<file path="src/pea_pkg.sv">
// Shared types, codes and defaults for the page extent allocator.
package pea_pkg;

  localparam int MAX_EXTENTS_DEF     = 64;
  localparam int PAGE_INDEX_BITS_DEF = 32;

  localparam logic [1:0] ST_OK         = 2'd0;
  localparam logic [1:0] ST_NO_SPACE   = 2'd1;
  localparam logic [1:0] ST_TABLE_FULL = 2'd2;
  localparam logic [1:0] ST_BAD_COUNT  = 2'd3;

  localparam logic CMD_ALLOC = 1'b0;
  localparam logic CMD_FREE  = 1'b1;

  typedef enum logic [1:0] {
    S_IDLE,
    S_EVAL,
    S_APPLY
  } state_t;

  typedef enum logic [2:0] {
    ACT_HOLD,
    ACT_FROM_UP,
    ACT_FROM_DOWN,
    ACT_LOAD,
    ACT_CARVE,
    ACT_GROW,
    ACT_JOIN,
    ACT_REBASE
  } act_t;

  typedef struct packed {
    logic vld;
    logic fit;
    logic zero;
    logic le;
    logic end_eq;
    logic beg_eq;
  } flags_t;

endpackage

</file>
<file path="src/pea_cell.sv">
// One table slot: holds an extent, compares it against the word, and updates or shifts.
module pea_cell #(
  parameter int PAGE_INDEX_BITS = pea_pkg::PAGE_INDEX_BITS_DEF,
  parameter int AW = ((PAGE_INDEX_BITS > 32) ? PAGE_INDEX_BITS : 32) + 1
) (
  input  logic                       clk,
  input  logic                       eval,
  input  logic                       go,
  input  logic                       valid,
  input  pea_pkg::act_t              act,
  input  logic [PAGE_INDEX_BITS-1:0] idx,
  input  logic [AW-1:0]              cnt,
  input  logic [AW-1:0]              sum,
  input  logic [PAGE_INDEX_BITS-1:0] up_start,
  input  logic [PAGE_INDEX_BITS:0]   up_len,
  input  logic [PAGE_INDEX_BITS-1:0] dn_start,
  input  logic [PAGE_INDEX_BITS:0]   dn_len,
  output logic [PAGE_INDEX_BITS-1:0] start,
  output logic [PAGE_INDEX_BITS:0]   len,
  output logic [PAGE_INDEX_BITS:0]   page,
  output pea_pkg::flags_t            flags
);

  localparam int SW = PAGE_INDEX_BITS;
  localparam int LW = PAGE_INDEX_BITS + 1;

  logic [SW-1:0]   start_r, start_nxt;
  logic [LW-1:0]   len_r, len_nxt;
  logic [LW-1:0]   rem_r;
  pea_pkg::flags_t flags_r, flags_nxt;
  logic [LW-1:0]   cnt_l;
  logic [LW-1:0]   end_pg;

  assign cnt_l  = cnt[LW-1:0];
  assign end_pg = LW'(start_r) + len_r;

  always_comb begin
    flags_nxt.vld    = valid;
    flags_nxt.fit    = valid && (AW'(len_r) >= cnt);
    flags_nxt.zero   = (AW'(len_r) == cnt);
    flags_nxt.le     = valid && (start_r <= idx);
    flags_nxt.end_eq = (end_pg == LW'(idx));
    flags_nxt.beg_eq = (sum == AW'(start_r));
  end

  always_comb begin
    start_nxt = start_r;
    len_nxt   = len_r;
    case (act)
      pea_pkg::ACT_HOLD: begin
      end
      pea_pkg::ACT_FROM_UP: begin
        start_nxt = up_start;
        len_nxt   = up_len;
      end
      pea_pkg::ACT_FROM_DOWN: begin
        start_nxt = dn_start;
        len_nxt   = dn_len;
      end
      pea_pkg::ACT_LOAD: begin
        start_nxt = idx;
        len_nxt   = cnt_l;
      end
      pea_pkg::ACT_CARVE: begin
        len_nxt = rem_r;
      end
      pea_pkg::ACT_GROW: begin
        len_nxt = len_r + cnt_l;
      end
      pea_pkg::ACT_JOIN: begin
        len_nxt = len_r + cnt_l + up_len;
      end
      pea_pkg::ACT_REBASE: begin
        start_nxt = idx;
        len_nxt   = len_r + cnt_l;
      end
      default: begin
      end
    endcase
  end

  always_ff @(posedge clk) begin
    if (eval) begin
      flags_r <= flags_nxt;
      rem_r   <= len_r - cnt_l;
    end
    if (go) begin
      start_r <= start_nxt;
      len_r   <= len_nxt;
    end
  end

  // carve from the top end: the run begins where the remainder ends
  assign page  = LW'(start_r) + rem_r;
  assign start = start_r;
  assign len   = len_r;
  assign flags = flags_r;

endmodule

</file>
<file path="config.mk">
export PLATFORM = sky130hd
export DESIGN_NAME = pea_cell
export DESIGN_NICKNAME = d
export VERILOG_FILES = /design/src/pea_pkg.sv /design/src/pea_cell.sv
export SDC_FILE = /design/constraint.sdc
export NUM_CORES = 1
export LEC_CHECK = 0
export ABC_CLOCK_PERIOD_IN_PS = 6700
export BUFFER_PORTS_ARGS = -buffer_cell sky130_fd_sc_hd__buf_2
export CAP_MARGIN = 5
export CORE_MARGIN = 2
export CORE_UTILIZATION = 29
export CTS_CLUSTER_DIAMETER = 50
export DETAILED_ROUTE_END_ITERATION = 12
export HOLD_SLACK_MARGIN = 0.12
export PLACE_DENSITY_LB_ADDON = 0.3
export SETUP_SLACK_MARGIN = 0.15
export SKIP_LAST_GASP = 1
export SYNTH_ARGS = -nofsm -noshare
export SYNTH_HDL_FRONTEND = slang
export SYNTH_SLANG_ARGS = --single-unit
export TNS_END_PERCENT = 100
</file>
<file path="constraint.sdc">
create_clock -name clk -period 6.7 [get_ports clk]
set_clock_uncertainty 0.1 [all_clocks]
set_input_delay 0.335 -clock clk [delete_from_list [all_inputs] [get_ports clk]]
set_output_delay 0.335 -clock clk [all_outputs]
set_load 0.05 [all_outputs]
</file>
==> results.md, run 1 <==
* Nets at 2,579
* WL final at 68,700 um
* Maximum Capacitance Violations at 0
* NetSw at 0.00280 W
* Fin crit period at 6000 ps
* Net count after synthesis at 2,266
* CTS sink cnt at 104
* Die X at 230 um
* Mapped cell area at 14,800 um^2
* Critical Path Sink Type: register
* CP max stage cell: edfxtp_1
* Hold path start: up_start[8]
* Crit path launch type: register
* Largest net degree at the start of global routing at 53
* Final HPWL DP at 55,500 um
* Root Buffer: clkbuf_16
* Worst-Margin Slew at 1130 ps
* IO Count at 339
* Die footprint at 53,000 um^2
* Worst reg-to-reg path cell count at 22
* Initial Util at 0.294
* Row cnt at 82
* Fin crit share at 0.896
* WHS at 141 ps
* Required @ worst endpoint at 6740 ps
* Wire length of the first global-routing pass at 98,600 um
* Post-Layout Cell Count at 2,824
* Cells after Synth at 1,833
* Clk_lat worst skew at 410 ps
* Yosys cell types at 89
* Synthesized flop and latch total at 104
* Top cell type's share of synthesized area at 0.211
* F_max at 167 MHz
* Worst-path maximum fanout at 5
* Status: finished clean
* Part of the power in registers at 0.199
* Origin of the critical flop-to-flop path: len[0]$_DFFE_PP_
* Routed vias at 15,854
* Worst VDD drop at 0.000149 V
* Gpl congestion at 0.978
* Final Hold Viols at 0
* Top cells by area, synth: edfxtp_1 21%, ha_1 16%, xnor2_1 7.9%
* Clock Power Share at 0.109
* Wire per inst at 24.3 um
* Power Dens Cells at 289 nW/um^2
* Crit-path max cell delay at 430 ps
* Die height at 230 um
* Final Slew Violations at 0
* Initial antenna violation count at 2
* Placed insts at 2,779
* Crit path cell chain: ha_1 > inv_1 > fa_1 > or2_0 > a221oi_1 > o22a_2 > nand3_1 > a211oi_2 > or2_1 > xnor2_1 > ha_1 > a21o_1 > a21o_1 > a2111oi_1 > o21ai_0 > a211oi_1 > nor2_1 > o31ai_2 > a211oi_1 > a31oi_1 > xor2_1 > o22ai_1
* H-tree depth at 3
* Setup TNS at 0 ps
* Clk buf depth at 2
* Terminus of the critical flop-to-flop path: len[31]$_DFFE_PP_
* Layout cells sized above 1 at 0.186
* Pint at 0.00232 W
* Ys async rst share at 0
* Vias/cell at 5.61
* CTS clk-pin slew, worst paths at 90 ps
* CTS tree: built
* Vias in the first global route at 15,417
* Inserted Clock Buffers at 9
* Antenna violation net count after detailed routing at 0
* Combinational power share at 0.692
* Area grow syn2layout at 19.5%
* Post-synth top flop: edfxtp_1
* GRT Util Overall at 0.251
* # DRC at 0
* RSZ-0062 raised after global routing: false
* Final setup violation count at 0
* Port Buffer Count at 338
* Worst slew margin at 0.246
* Gr ovfl total at 0
* Arrival @ worst endpoint at 6050 ps
* Number of synthesized flops with an enable pin at 104
* Hold depth at 3
* Sw Share at 0.547
* Pleak at 7.85 nW
* Pre-Repair DR Iteration Count at 5
* Core area at 50,400 um^2
* Post-CTS Setup Bufs at 0
* Flop2flop setup slack at 700 ps
* Hold WC Path Type: primary input to register
* Seq/Total Area, Yosys at 0.211
* Power consumption at 0.00512 W
* Yosys warns at 0
* Initial drt markers at 1,468
* Area leader, netlist: edfxtp_1
* Worst hold path endpoint: start[8]$_DFFE_PP_
* Crit Path Category: register to register
* Syn avg cell area at 8.09 um^2
-- critical path: cells and delay by family (launching register included) --
kind | cells | cell delay, ps
compound gates | 12 | 3170
simple gates | 4 | 690
fa+ha+maj | 3 | 940
buf+inv | 1 | 60
flops | 1 | 430
xor+xnor | 2 | 340
-- power by group through the flow --
stage / registers, W / clock network [W] / logic, W
6_report: 0.00102 / 0.000557 / 0.00354
5_1_grt: 0.00103 / 0.000588 / 0.00381
2_1_floorplan: 0.00109 / 0 / 0.00239
4_1_cts: 0.00101 / 0.000571 / 0.00351
3_3_place_gp: 0.00102 / 0 / 0.00346
3_5_place_dp: 0.00103 / 0 / 0.00348
-- kinds of logic (layout without fill, tap and decap cells) --
logic type      after synthesis  in the layout  share of synthesized area
compound gates              622            622                      0.276
xor+xnor                    188            188                      0.112
buf+inv                     205            523                     0.0528
simple gates                478            478                      0.154
other cells                   0              1                          0
flops                       104            104                      0.211
mux                          38             38                     0.0260
fa+ha+maj                   198            198                      0.170
-- sequential cells by signal, summed over array words and instances (netlist names) --
| signal | flops |
|---|---|
| len | 33 |
| rem_r | 33 |
| start | 32 |
| flags | 6 |
-- metrics by stage --
step	setup WS (ps)	util	cell area [um^2]
2_1_floorplan	1350	-	14800
3_3_place_gp	690	0.341	17200
4_1_cts	682	0.352	17700
3_5_place_dp	659	0.341	17200
6_report	699	0.352	17700
5_1_grt	270	0.352	17700
-- cell type report --
type                            count  area, um^2
Fill cell                        5273       32700
Antenna cell                        1        2.50
Sequential cell                   104        3120
Clock buffer                        9         225
Multi-Input combinational cell   1524       10900
Clock inverter                      7        46.3
Tap cell                          672         841
Inverter                          130         488
Timing Repair Buffer              377        2060
-- cell usage after synthesis, drive strengths merged, types with 22 or more instances --
cell and n:
clkbuf 64, nand3 34, a22oi 32, nor2 141, nand4 29, o22ai 22
xnor2 133, edfxtp 104, a21o 68, nand2b 26, o21ai 125, inv 128
mux2i 34, o21bai 26, ha 193, xor2 55, o21a 24, a21oi 178
a221oi 23, nand2 123, nor3 39
-- repair_timing --
item / CTS / global route
setup endpoints to repair: 0 / 3
resized for setup: 0 / 2
hold buffers: 28 / 0
endpoints found under the hold margin: 28 / 0
-- how the worst max path moves through the flow --
stage | start | endpoint | cells past startpoint
final | len[0]$_DFFE_PP_ | len[31]$_DFFE_PP_ | 22
after CTS | len[0]$_DFFE_PP_ | len[31]$_DFFE_PP_ | 22
after floorplan | len[0]$_DFFE_PP_ | len[29]$_DFFE_PP_ | 21
after detailed placement | cnt[0] | len[31]$_DFFE_PP_ | 23
after global placement | cnt[0] | len[31]$_DFFE_PP_ | 23
after global routing | len[0]$_DFFE_PP_ | len[31]$_DFFE_PP_ | 22
-- metal layers --
layer | up-vias | part of all wire | track usage | wire, um
li1 | 7393 | - | - | -
met4 | 0 | 0.037 | 0.102 | 2520
met1 | 7672 | 0.44 | 0.336 | 30400
met2 | 694 | 0.46 | 0.409 | 31700
met5 | - | 0 | 0 | 0
met3 | 95 | 0.058 | 0.0305 | 4020
-- cells in the final DEF (no fill, tap or decap), drive strengths merged, types with 39 or more instances in the layout --
master,instances
a21oi,178
edfxtp,104
xnor2,133
inv,129
o21ai,125
buf,349
nor3,39
xor2,55
nand2,123
nor2,141
ha,193
a21o,68
Power figures use the tool's default switching activity.
==> run 2: changes to the inputs <==
- ABC_AREA: not set -> 1
==> results.md, run 2 <==
* Critical Path Sink Type: register
* RSZ-0062 raised after global routing: false
* Terminus of the critical flop-to-flop path: len[23]$_DFFE_PP_
* Status: finished clean
* Die footprint at 57,100 um^2
* Cells after Synth at 2,444
* Crit-path max cell delay at 500 ps
* WL final at 71,300 um
* CTS sink cnt at 104
* Hold WC Path Type: primary input to register
* Origin of the critical flop-to-flop path: len[1]$_DFFE_PP_
* CP max stage cell: edfxtp_1
* Clk_lat worst skew at 400 ps
* Wire length of the first global-routing pass at 104,000 um
* Seq/Total Area, Yosys at 0.195
* Largest net degree at the start of global routing at 42
* Nets at 3,205
* Root Buffer: clkbuf_16
* Die height at 239 um
* Gpl congestion at 0.977
* Fin util at 0.345
* H-tree depth at 3
* Required @ worst endpoint at 6770 ps
* Final Slew Violations at 0
* Wire per inst at 20.4 um
* Pleak at 9.31 nW
* Hold depth at 3
* Core area at 54,900 um^2
* Mapped cell area at 16,000 um^2
* Number of synthesized flops with an enable pin at 104
* NetSw at 0.00304 W
* Final setup violation count at 0
* Crit path cell chain: inv_1 > fa_1 > nand3b_1 > nand2_1 > a21oi_2 > inv_1 > a21oi_2 > o21ai_0 > xor2_1 > inv_1 > ha_1 > a21oi_1 > o21ai_0 > a21oi_1 > nand3_1 > or2_2 > nand3_1 > nand3_1 > nor2_1 > nor2_1
* IO Count at 339
* Post-CTS Setup Bufs at 0
* Port Buffer Count at 338
* Filler instances at 6,018
* Part of the power in registers at 0.191
* Syn avg cell area at 6.55 um^2
* CTS tree: built
* Multi-input combinational cell area at 11,400 um^2
* Worst-path maximum fanout at 6
* Initial antenna violation count at 11
* Final HPWL DP at 61,200 um
* Worst hold path endpoint: len[7]$_DFFE_PP_
* Initial Util at 0.292
* Die X at 239 um
* Cts repair resizes at 0
* Top cells by count, synth: 581 x nand2_1, 346 x inv_1, 243 x nor2_1
* Area grow syn2layout at 18.4%
* GRT Util Overall at 0.245
* Top cells by area, synth: edfxtp_1 20%, ha_1 15%, nand2_1 14%
* Count leader, synth: nand2_1
* Hold path start: dn_len[7]
* Crit path launch type: register
* Crit Path Category: register to register
* Setup TNS at 0 ps
* Commonest non-fill, non-tap cell in the layout: nand2_1
* # DRC at 0
* Initial drt markers at 1,203
* Clk buf depth at 2
* Placed insts at 3,452
* Routed vias at 17,795
* Top cell type's share of synthesized area at 0.195
* Final Hold Viols at 0
* Post-Layout Cell Count at 3,488
* Most frequent cells in the layout: 581 x nand2_1, 346 x inv_1, 338 x buf_2, 241 x nor2_1, 222 x a21oi_1
* Pre-Repair DR Iteration Count at 5
* Row cnt at 86
* F_max at 204 MHz
* Clock Power Share at 0.115
* Sw Share at 0.578
* Worst VDD drop at 0.000217 V
* Layout cells sized above 1 at 0.145
* Fin crit period at 4910 ps
* Gr ovfl total at 0
* Vias/cell at 5.10
* Worst-Margin Slew at 991 ps
* Arrival @ worst endpoint at 4980 ps
* Storage cell area at 3120 um^2
* Pint at 0.00221 W
* Ys async rst share at 0
* Flop2flop setup slack at 1790 ps
* Worst reg-to-reg path cell count at 20
* CTS clk-pin slew, worst paths at 90 ps
* Combinational power share at 0.694
* Yosys warns at 0
* Net count after synthesis at 2,877
* Yosys cell types at 58
* Inserted Clock Buffers at 9
* Worst slew margin at 0.339
* Post-synth top flop: edfxtp_1
* Area leader, netlist: edfxtp_1
* Synthesized flop and latch total at 104
* Fin crit share at 0.732
* Power Dens Cells at 277 nW/um^2
* Maximum Capacitance Violations at 0
* Vias in the first global route at 17,546
* Antenna violation net count after detailed routing at 0
run 2: cell count changes after synthesis, moves of 46 or more:
cell / delta
a21oi_1: +47
nand3_1: +89
inv_1: +218
a21o_1: -55
xor2_1: +46
xnor2_1: -93
nor2_1: +102
nand2_1: +459
run 2: worst max-delay path, delay by kind of cell (launching register included):
| family | cells | cell delay, ps |
|---|---|---|
| flip-flops | 1 | 500 |
| XOR/XNOR | 1 | 260 |
| AO/OA/AOI/OAI | 6 | 1270 |
| adder cells (fa/ha/maj) | 2 | 830 |
| buffers and inverters | 3 | 450 |
| AND/OR/NAND/NOR | 8 | 1250 |
run 2: how the worst max path moves through the flow:
stage / startpoint / to / slack [ps]
floorplan: len[1]$_DFFE_PP_ / len[23]$_DFFE_PP_ / 2670
global placement: len[9]$_DFFE_PP_ / len[23]$_DFFE_PP_ / 1880
detailed placement: len[1]$_DFFE_PP_ / len[23]$_DFFE_PP_ / 1870
CTS: len[1]$_DFFE_PP_ / len[23]$_DFFE_PP_ / 1850
global route: len[9]$_DFFE_PP_ / len[23]$_DFFE_PP_ / 1530
finish: len[1]$_DFFE_PP_ / len[23]$_DFFE_PP_ / 1790
run 2: what timing repair did:
action / CTS / global route
endpoints found under the hold margin: 13 / 0
hold buffers: 13 / 0
endpoints found under the setup margin: 0 / 0
run 2: power groups by stage:
stage	logic (W)	registers, W	clock network, W
after floorplan	0.00243	0.00109	0
after global placement	0.00362	0.00101	0
after detailed placement	0.00360	0.00101	0
after CTS	0.00362	0.00100	0.000619
after global routing	0.00399	0.00101	0.000636
final	0.00364	0.00100	0.000606
run 2: stage by stage:
| stage | hold WS (ps) | power [W] | setup WS [ps] | area, um^2 |
|---|---|---|---|---|
| after floorplan | 334 | 0.00353 | 2670 | 16000 |
| after global placement | 426 | 0.00463 | 1880 | 18500 |
| after detailed placement | 429 | 0.00462 | 1870 | 18500 |
| after CTS | 121 | 0.00524 | 1850 | 18900 |
| after global routing | 145 | 0.00564 | 1530 | 18900 |
| final | 137 | 0.00525 | 1790 | 18900 |
run 2: cell families after synthesis:
kind of cell | after synthesis | synth area share
simple gates | 1070 | 0.280
compound gates | 531 | 0.193
buf+inv | 399 | 0.0958
fa+ha+maj | 198 | 0.157
xor+xnor | 142 | 0.0786
flops | 104 | 0.195
run 2: final cells by class:
class	count	share of cell area
antenna	7	0.000924
clock buffer	9	0.0119
clock inverter	7	0.00409
inverter	352	0.0697
multi-input combinational	1941	0.601
sequential	104	0.165
tap	704	0.0465
timing repair buffer	364	0.101
run 2: routing by layer:
layer  global-route usage  share of wire  up-vias
li1                     -              -     8909
met1                0.309           0.43     8175
met4               0.0960          0.035       12
met3               0.0343          0.058      120
met5                    0         0.0011        -
met2                0.420           0.47      579
==> run 3: changes to the inputs <==
- ABC_CLOCK_PERIOD_IN_PS: 6700 -> 4500
- clock period: 6.7 -> 4.5 ns (I/O delays scaled with it)
==> results.md, run 3 (synthesized netlist as in run 2, its figures left out) <==
* Status: finished clean
* Maximum Capacitance Violations at 0
* RSZ-0062 raised after global routing: true
* Clk buf depth at 2
* Crit path cell chain: ha_4 > inv_1 > nand3_1 > nand2_1 > nand2_1 > nand3_2 > nand2_1 > nand2_1 > inv_1 > o21ai_2 > nand3_1 > nand2_1 > nand2_1 > and2_1 > ha_2 > nand4_1 > nor2_2 > nand4_1 > nand3_2 > a21oi_1 > o21ai_0 > nand3_1 > a21oi_1 > nor2_1
* Origin of the critical flop-to-flop path: len[2]$_DFFE_PP_
* Critical Path Sink Type: register
* Fin crit share at 0.928
* Pint at 0.00344 W
* Hold depth at 4
* Worst slew margin at 0.269
* Row cnt at 86
* Routing usage on met3 at 0.0353
* Required @ worst endpoint at 4580 ps
* Core area at 54,900 um^2
* NetSw at 0.00464 W
* GR Util met1 at 0.319
* Delay-heaviest family, CP: simple AND/OR/NAND/NOR gates
* Crit path buf inv count at 2
* Gpl congestion at 0.990
* Terminus of the critical flop-to-flop path: len[19]$_DFFE_PP_
* Die X at 239 um
* GRT Util Overall at 0.252
* Post-Layout Cell Count at 3,616
* Met2 global-route usage at 0.433
* Clk_lat worst skew at 410 ps
* Commonest non-fill, non-tap cell in the layout: nand2_1
* Vias in the first global route at 18,134
* Worst VDD drop at 0.000311 V
* Initial antenna violation count at 14
* Hold path start: up_len[26]
* Nets at 3,336
* Crit Path Category: register to register
* WHS at 130 ps
* Port Buffer Count at 338
* Die height at 239 um
* Initial Util at 0.292
* Inserted Clock Buffers at 9
* Hold WC Path Type: primary input to register
* Clock Power Share at 0.107
* Die footprint at 57,100 um^2
* Pleak at 9.90 nW
* Worst path most repeated cell: nand2_1
* Pre-Repair DR Iteration Count at 5
* Crit path launch type: register
* Antenna violation net count after detailed routing at 0
* Combinational power share at 0.711
* WL final at 73,400 um
* Routed vias at 18,530
* IO Count at 339
* Sw Share at 0.574
* Crit-path max cell delay at 470 ps
* Worst-Margin Slew at 1100 ps
* F_max at 239 MHz
* Final Slew Violations at 0
* Fin crit period at 4180 ps
* Worst reg-to-reg path cell count at 24
* Final Hold Viols at 0
* Area grow syn2layout at 27.4%
* Part of the power in registers at 0.182
* CTS sink cnt at 104
* Worst hold path endpoint: len[26]$_DFFE_PP_
* Worst-path maximum fanout at 6
* Vias/cell at 5.12
* Final HPWL DP at 62,300 um
* Power Dens Cells at 397 nW/um^2
* Largest net degree at the start of global routing at 42
* H-tree depth at 3
* Flop2flop setup slack at 320 ps
* Most frequent cells in the layout: 577 x nand2_1, 346 x inv_1, 338 x buf_2, 233 x nor2_1, 213 x a21oi_1
* Final setup violation count at 0
* Wire per inst at 20.3 um
* CTS tree: built
* Gr busiest metal: met2
* Setup TNS at 0 ps
* CP max stage cell: edfxtp_1
* CTS clk-pin slew, worst paths at 90 ps
* Layout cells sized above 1 at 0.170
* Root Buffer: clkbuf_16
* Gr ovfl total at 0
* Placed insts at 3,483
* Wire length of the first global-routing pass at 107,000 um
* Arrival @ worst endpoint at 4250 ps
* Initial drt markers at 1,356
* # DRC at 0
run 3: changes by cell type in the layout (fill, tap and decap cells not counted), sizes merged:
| cell | before | now |
|---|---|---|
| bufinv | 1 | 0 |
| buf | 351 | 392 |
| diode | 7 | 4 |
| dlygate4sd3 | 13 | 103 |
| clkinvlp | 0 | 1 |
| clkinv | 6 | 5 |
| inv | 352 | 353 |
run 3: worst max path at each step:
| stage | to | start | slack [ps] | cells past startpoint |
|---|---|---|---|---|
| after floorplan | len[23]$_DFFE_PP_ | len[1]$_DFFE_PP_ | 470 | 20 |
| after global placement | len[23]$_DFFE_PP_ | len[12]$_DFFE_PP_ | 70 | 19 |
| after detailed placement | len[23]$_DFFE_PP_ | len[12]$_DFFE_PP_ | 80 | 19 |
| after CTS | len[19]$_DFFE_PP_ | len[2]$_DFFE_PP_ | 160 | 24 |
| after global routing | len[19]$_DFFE_PP_ | len[2]$_DFFE_PP_ | 70 | 24 |
| final | len[19]$_DFFE_PP_ | len[2]$_DFFE_PP_ | 320 | 24 |
run 3: worst reg2reg max path: cells and delay by family, from the launching register on:
| kind | cells | cell delay, ps |
|---|---|---|
| AND/OR/NAND/NOR | 16 | 2020 |
| adder cells (fa/ha/maj) | 2 | 670 |
| AO/OA/AOI/OAI | 4 | 490 |
| flip-flops | 1 | 470 |
| buffers and inverters | 2 | 200 |
run 3: routing by layer:
metal	wire (um)	part of all wire
met1	31800	0.43
met2	34800	0.47
met3	4310	0.059
met4	2370	0.032
met5	101	0.0014
run 3: cell type report:
class	count	area [um^2]
antenna	4	10.0
clock buffer	9	225
clock inverter	7	52.6
fill	5964	34500
inverter	352	1320
multi-input combinational	1941	11600
sequential	104	3120
tap	704	881
timing repair buffer	495	3130
run 3: power by group through the flow:
stage	sequential, W	clock (W)	combinational (W)
6_report	0.00147	0.000869	0.00575
5_1_grt	0.00148	0.000914	0.00628
4_1_cts	0.00146	0.000886	0.00557
3_5_place_dp	0.00149	0	0.00545
3_3_place_gp	0.00148	0	0.00547
2_1_floorplan	0.00163	0	0.00362
run 3: timing repair:
action	CTS	global route
buffers inserted	0	10
pin swaps	0	5
endpoints found under the hold margin	65	0
gates resized for setup	2	65
hold buffers	103	0
endpoints found under the setup margin	1	23
run 3: through the flow:
stage           util  power [W]  area [um^2]  setup slack (ps)
6_report       0.372    0.00809        20400               322
5_1_grt        0.371    0.00867        20400              65.8
4_1_cts        0.365    0.00792        20000               164
3_5_place_dp   0.341    0.00693        18700              84.5
3_3_place_gp   0.341    0.00696        18700              73.9
2_1_floorplan      -    0.00525        16000               468
